--- config.mk ---
export PLATFORM = sky130hd
export DESIGN_NAME = lobt_cell
export DESIGN_NICKNAME = d
export VERILOG_FILES = /design/src/sv/lobt_pkg.sv /design/src/sv/lobt_cell.sv
export SDC_FILE = /design/constraint.sdc
export NUM_CORES = 1
export LEC_CHECK = 0
export ABC_CLOCK_PERIOD_IN_PS = 2450
export BUFFER_PORTS_ARGS = -buffer_cell sky130_fd_sc_hd__buf_2
export CAP_MARGIN = 20
export CORE_MARGIN = 1
export CORE_UTILIZATION = 30
export DETAILED_ROUTE_END_ITERATION = 6
export GPL_TIMING_DRIVEN = 1
export HOLD_SLACK_MARGIN = 0.08
export PLACE_DENSITY = 0.6
export SLEW_MARGIN = 5
export SYNTH_ARGS = -nofsm -noshare
export SYNTH_HDL_FRONTEND = slang
export SYNTH_SLANG_ARGS = --single-unit
--- constraint.sdc ---
create_clock -name clock -period 2.45 [get_ports clock]
set_clock_uncertainty 0.05 [all_clocks]
set_input_delay 0.245 -clock clock [delete_from_list [all_inputs] [get_ports clock]]
set_output_delay 0.245 -clock clock [all_outputs]
set_load 0.005 [all_outputs]
--- src/sv/lobt_pkg.sv ---
// Package for the limit order book table: operation codes, widths of the order fields
// and the structs that run along the row of order cells.
// No dependencies.
`timescale 1ns / 1ps
package lobt_pkg;

   localparam int IdBits = 32;
   localparam int PriceBits = 16;
   localparam int QtyBits = 32;
   localparam int CountBits = 7;

   typedef enum logic [1:0] {
      MODE_ADD = 2'd0,
      MODE_CANCEL = 2'd1,
      MODE_CLEAR = 2'd2,
      MODE_NOP = 2'd3
   } mode_type;

   typedef struct packed {
      mode_type mode;
      logic [IdBits-1:0] order_id;
      logic side;
      logic [PriceBits-1:0] price;
      logic qty_nz;
   } cmd_type;

   typedef struct packed {
      logic active;
      logic found;
      logic claimed;
      logic have_bid;
      logic [PriceBits-1:0] bid;
      logic have_ask;
      logic [PriceBits-1:0] ask;
   } tok_type;

   typedef struct packed {
      logic strobe;
      logic commit;
   } fin_type;

endpackage

--- src/sv/lobt_cell.sv ---
// One order slot of the book: holds an order and passes the sweep token to its neighbor.
// Depends on lobt_pkg.
`timescale 1ns / 1ps
module lobt_cell import lobt_pkg::*; #(
   parameter int CntW = 7
) (
   input  logic            clock,
   input  logic            reset,
   input  cmd_type         cmd,
   input  fin_type         fin,
   input  tok_type         tok_in,
   input  logic [CntW-1:0] cnt_in,
   output tok_type         tok_out,
   output logic [CntW-1:0] cnt_out
);

   logic valid_ff;
   logic pending_ff;
   logic [IdBits-1:0] id_ff;
   logic side_ff;
   logic [PriceBits-1:0] price_ff;
   tok_type tok_ff;
   tok_type tok_in_nxt;
   logic [CntW-1:0] cnt_ff;
   logic hit;
   logic keep;
   logic take;

   always_comb begin
      hit = valid_ff && (id_ff == cmd.order_id);
      keep = valid_ff && (cmd.mode != MODE_CLEAR) && !((cmd.mode == MODE_CANCEL) && hit);
      take = (cmd.mode == MODE_ADD) && cmd.qty_nz && !valid_ff && !tok_in.claimed;
      tok_in_nxt = tok_in;
      tok_in_nxt.found = tok_in.found || hit;
      tok_in_nxt.claimed = tok_in.claimed || take;
      if (keep) begin
         if (!side_ff) begin
            if (!tok_in.have_bid || (price_ff > tok_in.bid)) begin
               tok_in_nxt.have_bid = 1'b1;
               tok_in_nxt.bid = price_ff;
            end
         end else begin
            if (!tok_in.have_ask || (price_ff < tok_in.ask)) begin
               tok_in_nxt.have_ask = 1'b1;
               tok_in_nxt.ask = price_ff;
            end
         end
      end
   end

   always_ff @(posedge clock) begin
      if (reset) begin
         valid_ff <= 1'b0;
         pending_ff <= 1'b0;
         tok_ff <= '0;
      end else begin
         tok_ff <= tok_in_nxt;
         if (tok_in.active) begin
            if (take) begin
               pending_ff <= 1'b1;
            end
            if ((cmd.mode == MODE_CLEAR) || ((cmd.mode == MODE_CANCEL) && hit)) begin
               valid_ff <= 1'b0;
            end
         end
         if (fin.strobe) begin
            pending_ff <= 1'b0;
            if (fin.commit && pending_ff) begin
               valid_ff <= 1'b1;
            end
         end
      end
   end

   always_ff @(posedge clock) begin
      cnt_ff <= cnt_in + CntW'(keep);
      if (tok_in.active && take) begin
         id_ff <= cmd.order_id;
         side_ff <= cmd.side;
         price_ff <= cmd.price;
      end
   end

   assign tok_out = tok_ff;
   assign cnt_out = cnt_ff;

endmodule

==> results.py <==
metrics = {
    "min_path": {
        "hold_depth": 3,
        "hold_path_class": "primary input to flip-flop",
    },
    "global_routing": {
        "grt_pass1_vias": 3562,
        "antenna_found_initial": 1,
        "grt_max_degree": 56,
        "grt_first_pass_wirelength_um": 17200,
        "globalRouteTotalUtil_pct": 15.2,
        "overflow": 0,
    },
    "placed_design": {
        "hpwl_um": 8190,
        "io_buffers": 143,
        "gp_congestion": 0.770,
    },
    "power": {
        "peakVddDrop_mv": 0.454,
        "p_per_area_nw_per_um2": 553,
        "p_leak_nw": 2.89,
    },
    "yosys": {
        "syn-num-nets": 498,
        "yosysSeqAreaShare_pct": 54.0,
        "synth_compound_area_share_pct": 4.89,
        "synth_fa_ha_area_share_pct": 9.32,
        "synth.distinct_cells": 32,
        "synth_area_per_cell_um2": 12.1,
        "synth_seq_cells": 95,
        "synthTopCellsByArea": "edfxtp_1 (33%), dfxtp_1 (21%), ha_1 (9.3%)",
        "ys_warn_count": 0,
        "ys.flop_type": "edfxtp_1",
        "netlist_area_um2": 4430,
        "synth-simple-area-share_pct": 13.0,
        "synth_top_family_by_area": "simple AND/OR/NAND/NOR gates",
        "syn-instance-count": 365,
        "synth_top_cell_area_share_pct": 33.2,
        "yosys.area.top_type": "edfxtp_1",
        "async_flop_share_pct": 0,
        "synth_xor_area_share_pct": 7.31,
        "synth_mux_area_share_pct": 7.23,
        "synth_edf_count": 49,
    },
    "routing": {
        "firstDrtPassIters": 4,
        "drt_iter0_markers": 114,
        "antenna_left": 0,
        "drt_wl_total_um": 11200,
        "via_per_inst": 4.46,
        "wl_per_cell_um": 14.6,
        "drc": 0,
        "via_count": 3423,
    },
    "sta": {
        "slew_violations": 0,
        "finalCritPeriodShare_pct": 95.8,
        "max_freq_mhz": 426,
        "fin_tns_setup_ns": 0,
        "maxSlewHeadroom_pct": 47.5,
        "worst_pin_slew_ns": 0.787,
        "setup_viol": 0,
        "hold_slack_ns": 0.0855,
        "hold_violations": 0,
        "rsz0062_at_grt": "no",
        "final.min_clock_period_ns": 2.35,
    },
    "floorplanning": {
        "die_x_um": 124,
        "die_area_um2": 15300,
        "die_y_um": 124,
        "core_um2": 14500,
        "rows": 44,
        "start_util_pct": 30.6,
        "ios": 144,
    },
    "status": {
        "status": "finished clean",
    },
    "run": {
        "cap_violations": 0,
    },
    "clock_network": {
        "htreeDepth": 3,
        "insertion_delay_ns": 0.35,
        "numCtsBuffers": 9,
        "clk_pin_slew_ns": 0.07,
        "cts_tree": "built",
        "max-clock-path-buffers": 2,
        "root_buffer": "clkbuf_16",
        "cts_setup_buffers": 0,
        "cts_sinks": 95,
    },
    "worst_setup_path": {
        "start_kind": "flip-flop",
        "cp.arrival_ns": 2.58,
        "path_class": "flip-flop to flip-flop",
        "r2r_cells": 10,
        "r2r_slack_ns": 0.10,
        "critPathMaxFanout": 2,
        "crit_path_end_kind": "flip-flop",
        "worstPathRequired_ns": 2.68,
    },
    "layout": {
        "area_growth_pct": 42.9,
        "diodes": 0,
        "drive_above_1_share_pct": 30.9,
        "nNetsFinal": 711,
    },
}
==> final cells by class <==
class                           count  area (um2)
Inverter                           33         124
Fill cell                        1386        8150
Timing Repair Buffer              211        1410
Clock inverter                      6        45.0
Clock buffer                       10         229
Tap cell                          184         230
Sequential cell                    95        2390
Multi-Input combinational cell    228        1910
==> layout by cell type (no fill, tap or decap), types with 4 or more instances in the layout <==
cell | netlist | layout
nand4_1 | 13 | 13
buf_2 | 0 | 140
dfxtp_1 | 46 | 46
xnor2_1 | 35 | 32
nor2_1 | 6 | 6
edfxtp_1 | 49 | 49
nor2b_1 | 4 | 4
mux2i_1 | 32 | 32
a21o_1 | 7 | 7
nand3_1 | 6 | 6
a21oi_1 | 11 | 11
nand2b_1 | 51 | 51
o21ai_0 | 5 | 5
dlygate4sd3_1 | 0 | 56
clkbuf_16 | 0 | 9
inv_1 | 33 | 33
buf_4 | 0 | 10
ha_1 | 33 | 31
==> layer usage <==
| layer | vias to the layer above | global-route usage [%] | wire (um) |
|---|---|---|---|
| li1 | 1705 | - | - |
| met1 | 1590 | 16.7 | 4620 |
| met2 | 108 | 27.0 | 5560 |
| met3 | 18 | 5.44 | 807 |
| met4 | 2 | 5.57 | 172 |
| met5 | - | 0 | 11 |
==> synthesized netlist by cell type (all sizes together) (3+ instances only) <==
cell,count
a21o,7
nor2b,4
ha,33
dfxtp,46
inv,33
nor4,4
edfxtp,49
nand4,14
a21oi,11
nand2b,51
buf,3
nand3,6
a211oi,4
clkbuf,6
o21ai,5
mux2i,32
xnor2,35
nor2,6
==> report_power, final <==
part | switching, mW | internal (mW) | total [mW] | leakage (nW)
sequential | 0.0193 | 1.73 | 1.75 | 0.826
combinational | 0.182 | 0.243 | 0.425 | 1.94
clock | 0.640 | 0.692 | 1.33 | 0.125
total | 0.841 | 2.66 | 3.50 | 2.89
==> registers in the layout (all words and copies together) (netlist names) <==
name	flops
valid_ff	1
id_ff	32
cnt_out	7
side_ff	1
tok_out	37
pending_ff	1
price_ff	16
==> what timing repair did <==
item | 4_1_cts | 5_1_grt
hold buffers | 59 | 0
resized for setup | 1 | 13
endpoints found under the hold margin | 59 | 0
setup endpoints to repair | 1 | 20
pin swaps | 0 | 4
==> critical path, cell delays in order, from the launching register on <==
cell and delay, ns:
edfxtp_1 0.40, xnor2_1 0.16, nand4_1 0.16, nor4_2 0.30
nand4_1 0.20, o211a_4 0.29, ha_2 0.18, ha_2 0.17
and3_4 0.15, nand3_1 0.09, xnor2_1 0.12
==> final timing paths <==
kind | from | to
setup / recovery | id_ff[10] | cnt_out[6]
hold reg to reg | pending_ff | pending_ff
setup reg to reg | id_ff[10] | cnt_out[6]
hold / removal | tok_in[16] | tok_out[16]
==> cell families (layout without fill, tap and decap cells) <==
group	count (synthesis)	count (layout)
DFF	95	95
muxes	32	32
AOI/OAI and AO/OA	32	32
xor gates and xnor gates	37	37
adders and majority gates	33	33
and+or+nand+nor	94	94
buffers and inverters	42	260
==> metrics by stage <==
step	instances	total power, mW	setup WS, ns	utilization [%]	instance area (um2)
6_report	767	3.50	0.102	43.7	6330
5_1_grt	767	3.66	0.00390	43.7	6330
4_1_cts	770	3.55	0.0171	43.4	6290
3_5_place_dp	695	2.13	0.0304	37.4	5420
3_3_place_gp	695	2.12	0.0442	37.4	5420
2_1_floorplan	365	1.94	0.0979	-	4430
(Power assumes the default switching activity.)
